--- src/rtl/core/e2d_pkg.sv ---
// package for the extended-to-double converter: constants and field types
package e2d_pkg;
  localparam int unsigned ExtExpW = 15;
  localparam int unsigned MantW = 64;
  localparam int unsigned DblW = 64;
  localparam int unsigned LzW = 6;
  localparam logic [ExtExpW-1:0] ExpAllOnes = 15'h7FFF;
  localparam int ExtBias = 16383;
  localparam int DblBias = 1023;
  localparam int DblExpMax = 2047;
  localparam logic [DblW-1:0] DblInfBits = 64'h7FF0_0000_0000_0000;

  typedef logic [DblW-1:0] dbl_t;
endpackage

--- src/rtl/core/e2d_norm.sv ---
// normalizer: leading-zero count and left shift of the significand
module e2d_norm (
  input  logic [e2d_pkg::MantW-1:0] mant_i,
  output logic [e2d_pkg::MantW-1:0] norm_o,
  output logic [e2d_pkg::LzW-1:0]   lz_o
);
  logic [e2d_pkg::MantW-1:0] s0, s1, s2, s3, s4, s5;
  logic [e2d_pkg::LzW-1:0] lz;

  // binary-search shift, six levels
  always_comb begin
    lz[5] = (mant_i[63:32] == 32'd0);
    s0 = lz[5] ? {mant_i[31:0], 32'd0} : mant_i;
    lz[4] = (s0[63:48] == 16'd0);
    s1 = lz[4] ? {s0[47:0], 16'd0} : s0;
    lz[3] = (s1[63:56] == 8'd0);
    s2 = lz[3] ? {s1[55:0], 8'd0} : s1;
    lz[2] = (s2[63:60] == 4'd0);
    s3 = lz[2] ? {s2[59:0], 4'd0} : s2;
    lz[1] = (s3[63:62] == 2'd0);
    s4 = lz[1] ? {s3[61:0], 2'd0} : s3;
    lz[0] = ~s4[63];
    s5 = lz[0] ? {s4[62:0], 1'b0} : s4;
  end

  assign norm_o = s5;
  assign lz_o = lz;
endmodule

--- src/rtl/core/extended80_to_double.sv ---
// Converts one 80-bit extended float to binary64 per cycle while out_ready_i is high.
// Input register, one stage of normalize/round logic, result register. A transaction
// accepted into the input register passes to the result register when that moves, and
// leaves it when out_ready_i is high. One transaction per cycle is sustained while
// out_ready_i is high. The result register moves whenever it is empty or its result is
// being taken, and the input register moves whenever it is empty or the result register
// moves. So in_ready_o is high whenever out_ready_i is high or either stage is empty.
module extended80_to_double (
  input  logic        clk_i,
  input  logic        rst_ni,
  input  logic        in_valid_i,
  output logic        in_ready_o,
  input  logic [15:0] sign_exponent_i,
  input  logic [63:0] mantissa_i,
  output logic        out_valid_o,
  input  logic        out_ready_i,
  output logic [63:0] double_bits_o
);
  logic        iv_q, ov_q;
  logic [15:0] se_q;
  logic [63:0] m_q;
  e2d_pkg::dbl_t res_q, res_d;
  logic adv_o, adv_i;

  assign adv_o = ~ov_q | out_ready_i;
  assign adv_i = ~iv_q | adv_o;
  assign in_ready_o = adv_i;

  // input register
  always_ff @(posedge clk_i or negedge rst_ni) begin
    if (!rst_ni) iv_q <= 1'b0;
    else if (adv_i) iv_q <= in_valid_i;
  end
  always_ff @(posedge clk_i) begin
    if (adv_i && in_valid_i) begin
      se_q <= sign_exponent_i;
      m_q <= mantissa_i;
    end
  end

  logic [63:0] n;
  logic [5:0]  lz;
  e2d_norm u_norm (.mant_i(m_q), .norm_o(n), .lz_o(lz));

  // rounding: be = e - 16383 + 1023 - lz
  logic signed [17:0] be;
  logic [6:0]  sh;
  logic [63:0] q;
  logic [127:0] wide;
  logic half, sticky, subn;
  logic [63:0] mag;
  always_comb begin
    be = $signed({3'd0, se_q[14:0]}) - 18'sd15360 - $signed({12'd0, lz});
    subn = (be < 18'sd1);
    sh = subn ? 7'(18'sd12 - be) : 7'd11;
    wide = {n, 64'd0} >> sh;
    q = wide[127:64];
    half = wide[63];
    sticky = (wide[62:0] != 63'd0);
    if (half && (sticky || q[0])) q = q + 64'd1;
    mag = q;
    if (se_q[14:0] == e2d_pkg::ExpAllOnes) mag = e2d_pkg::DblInfBits;
    else if (m_q == 64'd0) mag = 64'd0;
    else if (be >= 18'sd2047) mag = e2d_pkg::DblInfBits;
    else if (!subn) mag = {1'b0, 11'(be - 18'sd1), 52'd0} + q;
    else if (be < -18'sd52) mag = 64'd0;
    res_d = {se_q[15], 63'd0} | mag;
  end

  // result register
  always_ff @(posedge clk_i or negedge rst_ni) begin
    if (!rst_ni) ov_q <= 1'b0;
    else if (adv_o) ov_q <= iv_q;
  end
  always_ff @(posedge clk_i) begin
    if (adv_o && iv_q) res_q <= res_d;
  end

  assign out_valid_o = ov_q;
  assign double_bits_o = res_q;
endmodule

--- config.mk ---
export PLATFORM = sky130hd
export DESIGN_NAME = extended80_to_double
export DESIGN_NICKNAME = d
export VERILOG_FILES = /design/src/rtl/core/e2d_pkg.sv /design/src/rtl/core/e2d_norm.sv /design/src/rtl/core/extended80_to_double.sv
export SDC_FILE = /design/constraint.sdc
export NUM_CORES = 1
export LEC_CHECK = 0
export ABC_CLOCK_PERIOD_IN_PS = 30000
export BUFFER_PORTS_ARGS = -buffer_cell sky130_fd_sc_hd__buf_2
export CORE_MARGIN = 2
export CORE_UTILIZATION = 28
export CTS_BUF_LIST = sky130_fd_sc_hd__clkbuf_4
export CTS_CLUSTER_SIZE = 24
export DETAILED_ROUTE_END_ITERATION = 6
export GPL_TIMING_DRIVEN = 0
export PLACE_DENSITY = 0.44
export SLEW_MARGIN = 20
export SYNTH_ARGS = -nofsm -noshare
export SYNTH_HDL_FRONTEND = slang
export SYNTH_HIERARCHICAL = 1
export SYNTH_SLANG_ARGS = --single-unit
export TNS_END_PERCENT = 20
--- constraint.sdc ---
create_clock -name clk_i -period 30 [get_ports clk_i]
set_clock_uncertainty 0.1 [all_clocks]
set_input_delay 4.5 -clock clk_i [delete_from_list [all_inputs] [get_ports clk_i]]
set_output_delay 4.5 -clock clk_i [all_outputs]
set_load 0.01 [all_outputs]
# Word level (Yosys, flattened, before mapping)
# Cells that the tools add are included.
# W data, S select, Z words.
[totals]
ff_bits = 146
latchBits = 0
mem_bits_rw = 0
rom_bits = 0
in_bits = 84
out_inout_bits = 66
word_cells = 46
mem_count = 0
[classes]
n_addsub = 6
multipliers = 0
div_mod_pow = 0
order_cmp = 3
n_eq_ne = 1
shifts = 1
mux = 13
bitwise_logic = 6
n_reduce_logical = 11
[ops]
columns = ["cell", "count"]
rows = [
  ["$mux W64", 12],
  ["$shr A128 B7 Y128", 1],
  ["$add A63 B64 Y64", 1],
  ["$add A64 B1 Y64 const B", 1],
  ["$logic_not A64 Y1", 1],
  ["$or A64 B64 Y64", 1],
  ["$reduce_bool A63 Y1", 1],
  ["$logic_not A32 Y1", 1],
  ["$ge A17 B12 Y1 const B", 1],
  ["$lt A17 B2 Y1 const B", 1],
  ["$lt A17 B7 Y1 const B", 1],
  ["$sub A16 B7 Y17", 1],
  ["$logic_not A16 Y1", 1],
  ["$sub A15 B14 Y16 const B", 1],
  ["$eq A15 B15 Y1 const B", 1],
  ["$sub A11 B2 Y11 const B", 1],
  ["$logic_not A8 Y1", 1],
  ["$mux W7", 1],
  ["$sub A5 B7 Y7 const A", 1],
  ["$logic_not A4 Y1", 1],
  ["$logic_and A1 B1 Y1", 3],
  ["$not A1 Y1", 3],
  ["$logic_not A2 Y1", 1],
  ["$or A1 B1 Y1", 2],
  ["$logic_or A1 B1 Y1", 1],
]

# Depth between registers and ports, before layout
[depth]
word_depth = 25
depth_mapped = 58
ltp_nobuf = 47

# By module
# Netlist, hierarchy kept.
[by_module_without_submodules]
columns = ["module", "instances", "cells_each", "area_each_um2", "seq_area_each_um2"]
rows = [
  ["extended80_to_double", 1, 2157, 16316.9, 4374.2],
  ["e2d_norm", 1, 620, 4139.0, 0.0],
]

# Worst setup path before layout
# OpenSTA, ideal clock, no wires.
[synth_path]
path_kind = "register to register"
from = "register m_q[40]"
to = "register res_q[62], in the netlist double_bits_o[62], data pin"
setup_ns = 0.254
t_arrival_ns = 10.310
required_time_ns = 29.646
setup_slack_ns = 19.336
stages_incl_launch_ff = 55
path_buffers = 10
period_less_slack_ns = 10.664
cell_sequence = "edfxtp_1 > nor4_4 > nand4_2 > or3_1 > clkinv_2 > a21o_4 > a21o_1 > buf_4 > inv_2 > a211oi_4 > nand3_4 > o21ai_4 > inv_2 > buf_1 > ha_1 > fa_1 > and2b_1 > o2111ai_2 > [... 19 more ...] > nand4_1 > a311oi_1 > xor2_1 > ha_1 > inv_1 > fa_1 > nor2b_1 > o21ai_0 > nand2b_1 > a21oi_1 > o21bai_1 > a21oi_1 > o21bai_1 > a21o_1 > a21oi_1 > xor2_1 > o21ai_0 > a21o_1"
[synth_between]
elab_chain_cells = 25
elab_cells_between_ends = 33
classes_between = "add/sub: 5; order compare: 3; shift: 1; mux: 13; bitwise: 2; reduce/logical: 9"
[synth_rtl]
columns = ["element", "line", "text"]
rows = [
  ["start, declared", "extended80_to_double.sv:21", "logic [63:0] m_q;"],
  ["start signal, assigned", "extended80_to_double.sv:37", "m_q <= mantissa_i;"],
  ["$logic_not A32 Y1", "e2d_norm.sv:12", "lz[5] = (mant_i[63:32] == 32'd0);"],
  ["$mux W64 *", "e2d_norm.sv:13", "s0 = lz[5] ? {mant_i[31:0], 32'd0} : mant_i;"],
  ["$logic_not A16 Y1", "e2d_norm.sv:14", "lz[4] = (s0[63:48] == 16'd0);"],
  ["$mux W64 *", "e2d_norm.sv:15", "s1 = lz[4] ? {s0[47:0], 16'd0} : s0;"],
  ["$logic_not A8 Y1", "e2d_norm.sv:16", "lz[3] = (s1[63:56] == 8'd0);"],
  ["$mux W64 *", "e2d_norm.sv:17", "s2 = lz[3] ? {s1[55:0], 8'd0} : s1;"],
  ["$logic_not A4 Y1", "e2d_norm.sv:18", "lz[2] = (s2[63:60] == 4'd0);"],
  ["$mux W64 *", "e2d_norm.sv:19", "s3 = lz[2] ? {s2[59:0], 4'd0} : s2;"],
  ["[... 2 more ...]", "--", ""],
  ["$not A1 Y1 *", "e2d_norm.sv:22", "lz[0] = ~s4[63];"],
  ["net lz[0]", "extended80_to_double.sv:42", "logic [5:0] lz;"],
  ["$sub A16 B7 Y17 *", "extended80_to_double.sv:53", "be = $signed({3'd0, se_q[14:0]}) - 18'sd15360 - $signed({12'd0, lz});"],
  ["parallel branches: the longest is 9 deep, another holds $add A64 B1 Y64", "--", ""],
  ["$mux W64 *", "extended80_to_double.sv:64", "else if (be >= 18'sd2047) mag = e2d_pkg::DblInfBits;"],
  ["$mux W64 *", "extended80_to_double.sv:63", "else if (m_q == 64'd0) mag = 64'd0;"],
  ["$mux W64 *", "extended80_to_double.sv:62", "if (se_q[14:0] == e2d_pkg::ExpAllOnes) mag = e2d_pkg::DblInfBits;"],
  ["$or A64 B64 Y64 *", "extended80_to_double.sv:67", "res_d = {se_q[15], 63'd0} | mag;"],
  ["end signal, assigned", "extended80_to_double.sv:76", "if (adv_o && iv_q) res_q <= res_d;"],
  ["end, declared", "extended80_to_double.sv:22", "e2d_pkg::dbl_t res_q, res_d;"],
]
# Mark *: on every way through the listed nets, which the timed path passes.
# A chain may end at the register's enable or synchronous reset.

# Worst setup path in the final report
[layout_path]
from = "register m_q[50]"
to = "register res_q[63], in the netlist double_bits_o[63], data pin"
[layout_between]
elab_chain_cells = 25
elab_cells_between_ends = 33
classes_between = "add/sub: 5; order compare: 3; shift: 1; mux: 13; bitwise: 2; reduce/logical: 9"
[layout_rtl]
columns = ["element", "line"]
rows = [
  ["$logic_not A32 Y1", "e2d_norm.sv:12"],
  ["$mux W64 *", "e2d_norm.sv:13"],
  ["$logic_not A16 Y1", "e2d_norm.sv:14"],
  ["$mux W64 *", "e2d_norm.sv:15"],
  ["$logic_not A8 Y1", "e2d_norm.sv:16"],
  ["$mux W64 *", "e2d_norm.sv:17"],
  ["$logic_not A4 Y1", "e2d_norm.sv:18"],
  ["$mux W64 *", "e2d_norm.sv:19"],
  ["[... 3 more ...]", "--"],
  ["net lz[0]", "extended80_to_double.sv:42"],
  ["$sub A16 B7 Y17 *", "extended80_to_double.sv:53"],
  ["parallel branches: the longest is 9 deep, another holds $add A64 B1 Y64", "--"],
  ["$mux W64 *", "extended80_to_double.sv:64"],
  ["$mux W64 *", "extended80_to_double.sv:63"],
  ["$mux W64 *", "extended80_to_double.sv:62"],
  ["$or A64 B64 Y64 *", "extended80_to_double.sv:67"],
  ["net res_d[63]", "extended80_to_double.sv:22"],
]
# Marked as above.

==> metrics.yaml <==
status:
  status: "finished clean"
layout:
  nNetsFinal: 3060
  finalNonFillerCells: 3927
  drive_gt1_share_pct: 13.5
  syn2layout_area_growth_pct: 12.1
setup_path:
  worstPathArrival_ps: 17100
  worst-r2r-cell-count: 46
  r2r_setup_slack_ps: 13260
  crit_fanout: 10
  cp_slowest_cell: "a31oi_1"
  worstSetupPathType: "reg2reg"
  worstReg2RegStart: "m_q[50]"
  cp-start-kind: "flip-flop"
  required_ps: 30360
  endpoint_kind: "flip-flop"
  rr_endpoint: "double_bits_o[63]"
  slowest_delay_ps: 910
floorplan:
  initial_utilization_pct: 28.2
  die_w_um: 274
  core_um2: 72600
  rows: 99
  die-area_um2: 75200
  die_h_um: 274
  ios: 150
hold_path:
  hold_class: "reg2reg"
  min_path_cells: 1
  worstHoldStart: "iv_q"
  holdPathEnd: "out_valid_o"
sta:
  max_slew_margin_pct: 15.3
  hold_viol_final: 0
  hold_ws_ps: 428
  slew_viol_final: 0
  max_freq_mhz: 59.7
  setup_viol: 0
  period_needed_ps: 16740
  tns_ps: 0
  period_share_pct: 55.8
  rsz0062_at_grt: "no"
  worst_pin_slew_ps: 1270
logic_synthesis:
  syn-cell-area_um2: 20500
  synth_top_area_share_pct: 21.1
  synth_edf_count: 144
  synth.area.top_cells: "edfxtp_1, mux2i_1, nor2_1"
  syn_nets: 2885
  syn_inst: 2777
  synth_area_per_cell_um2: 7.37
  ys_ff_latch: 146
  synth_warnings: 6
  yosysTopAreaCell: "edfxtp_1"
  synth-async-reset-ratio_pct: 1.37
  synth_top_cells_by_count: "nor2_1, nand2_1, o21ai_0"
  yosysUniqueCellTypes: 120
  seq_area_frac_synth_pct: 21.4
  synth_most_common_cell: "nor2_1"
  ys.flop_type: "edfxtp_1"
power:
  p_per_area_nw_per_um2: 69.4
  p_leak_nw: 8.20
  irDropWorstVdd_mv: 0.0300
  power_mw: 1.59
clock_network:
  cts_tree: "done"
  cts.clk_slew.worst_paths_ps: 150
  htree_levels: 4
  cts_resized: 0
  cts_made_buffers: 17
  cts_sinks: 146
  postCtsHoldBufs: 0
  insertion_delay_ps: 700
  cts_root_buffer: "clkbuf_4"
  clk_path_buf_depth: 2
  cts_setup_buffers: 0
global_routing:
  overflow: 0
  grtUsageTotal_pct: 37.2
  grt_max_degree: 63
  busiest_layer: "met2"
  antenna_found_initial: 6
  use_met3_pct: 8.29
  grt_util_met1_pct: 46.5
  first_global_vias: 25000
  global_route.usage.met2_pct: 59.0
  grt_pass1_wl_um: 197000
run:
  drv_cap: 0
drt:
  via_count: 26000
  drc_errors: 0
  wl_per_cell_um: 36.5
  routed_wl_um: 143000
  drtIter0Drc: 3645
  avgViaCountPerCell: 6.61
  ant_nets: 0
  first_pass_iters: 5
place:
  gp_congestion: 1.03
  dp_hpwl_um: 114000
  place_inst: 3892
  portBuffers: 149
==> worst max-delay path, delay by kind of cell, from the launching register on <==
| kind | cells | cell delay [ps] |
|---|---|---|
| AND/OR/NAND/NOR | 10 | 2620 |
| buffers and inverters | 10 | 3630 |
| adder cells (fa/ha/maj) | 3 | 1110 |
| AO/OA/AOI/OAI | 21 | 7620 |
| flip-flops | 1 | 510 |
| XOR/XNOR | 2 | 870 |
==> placed cells by master (no fill, tap or decap), types with 44 or more instances in the layout <==
cell,netlist,layout
nand2_1,311,311
o211ai_1,50,50
or3_1,48,48
nand4_1,51,51
nor3_1,80,75
nor4_1,60,60
nor2_1,339,338
o21ai_0,185,184
inv_1,44,44
o22ai_1,77,77
nand3_1,136,136
clkbuf_1,114,113
a21oi_1,166,166
buf_2,57,208
edfxtp_1,144,144
mux2i_1,181,181
==> power by group <==
| part | switching [mW] | total, mW | internal [mW] |
|---|---|---|---|
| sequential | 0.0167 | 0.266 | 0.249 |
| combinational | 0.876 | 1.17 | 0.290 |
| clock | 0.0885 | 0.158 | 0.0696 |
| total | 0.981 | 1.59 | 0.609 |
==> layer usage <==
metal  share of wire, %  vias up
li1                   -    11000
met1                 40    12800
met2                 44     1759
met3                9.3      377
met4                6.6        6
met5              0.028        -
==> metrics by stage <==
stage | setup slack, ps | cell area [um^2] | util, %
floorplan | 19340 | 20500 | -
finish | 13260 | 22900 | 31.6
CTS | 13890 | 22900 | 31.6
global placement | 13760 | 22400 | 30.9
detailed placement | 13910 | 22600 | 31.1
global route | 13020 | 22900 | 31.6
==> worst max path at each step <==
stage          slack [ps]  cells past startpoint                end    start
6_report            13260                     46  double_bits_o[63]  m_q[50]
5_1_grt             13020                     46  double_bits_o[63]  m_q[50]
4_1_cts             13890                     46  double_bits_o[63]  m_q[50]
3_5_place_dp        13910                     46  double_bits_o[63]  m_q[50]
3_3_place_gp        13760                     46  double_bits_o[63]  m_q[50]
2_1_floorplan       19340                     54  double_bits_o[62]  m_q[40]
==> area by class of cell <==
type	count	area, um^2
fill	8124	49700
timing repair buffer	156	850
antenna	3	7.51
clock inverter	12	181
multi-input combinational	2363	14900
tap	959	1200
buffer	218	1030
clock buffer	20	150
inverter	50	191
sequential	146	4370
==> cells by family (layout without fill, tap and decap cells) <==
group           Yosys count  count (layout)  share of synthesized area (%)
compound gates          856             856                           28.5
xor+xnor                 76              76                           3.29
fa+ha+maj                24              24                           1.54
buf+inv                 268             456                           5.95
flops                   146             146                           21.4
mux                     217             217                           11.0
other cells               0               3                              0
simple gates           1190            1190                           28.3
==> sequential cells by signal (all words and copies together) (netlist names) <==
signal / count
m_q: 64
out_valid_o: 1
double_bits_o: 64
iv_q: 1
se_q: 16
(Power assumes the default switching activity.)
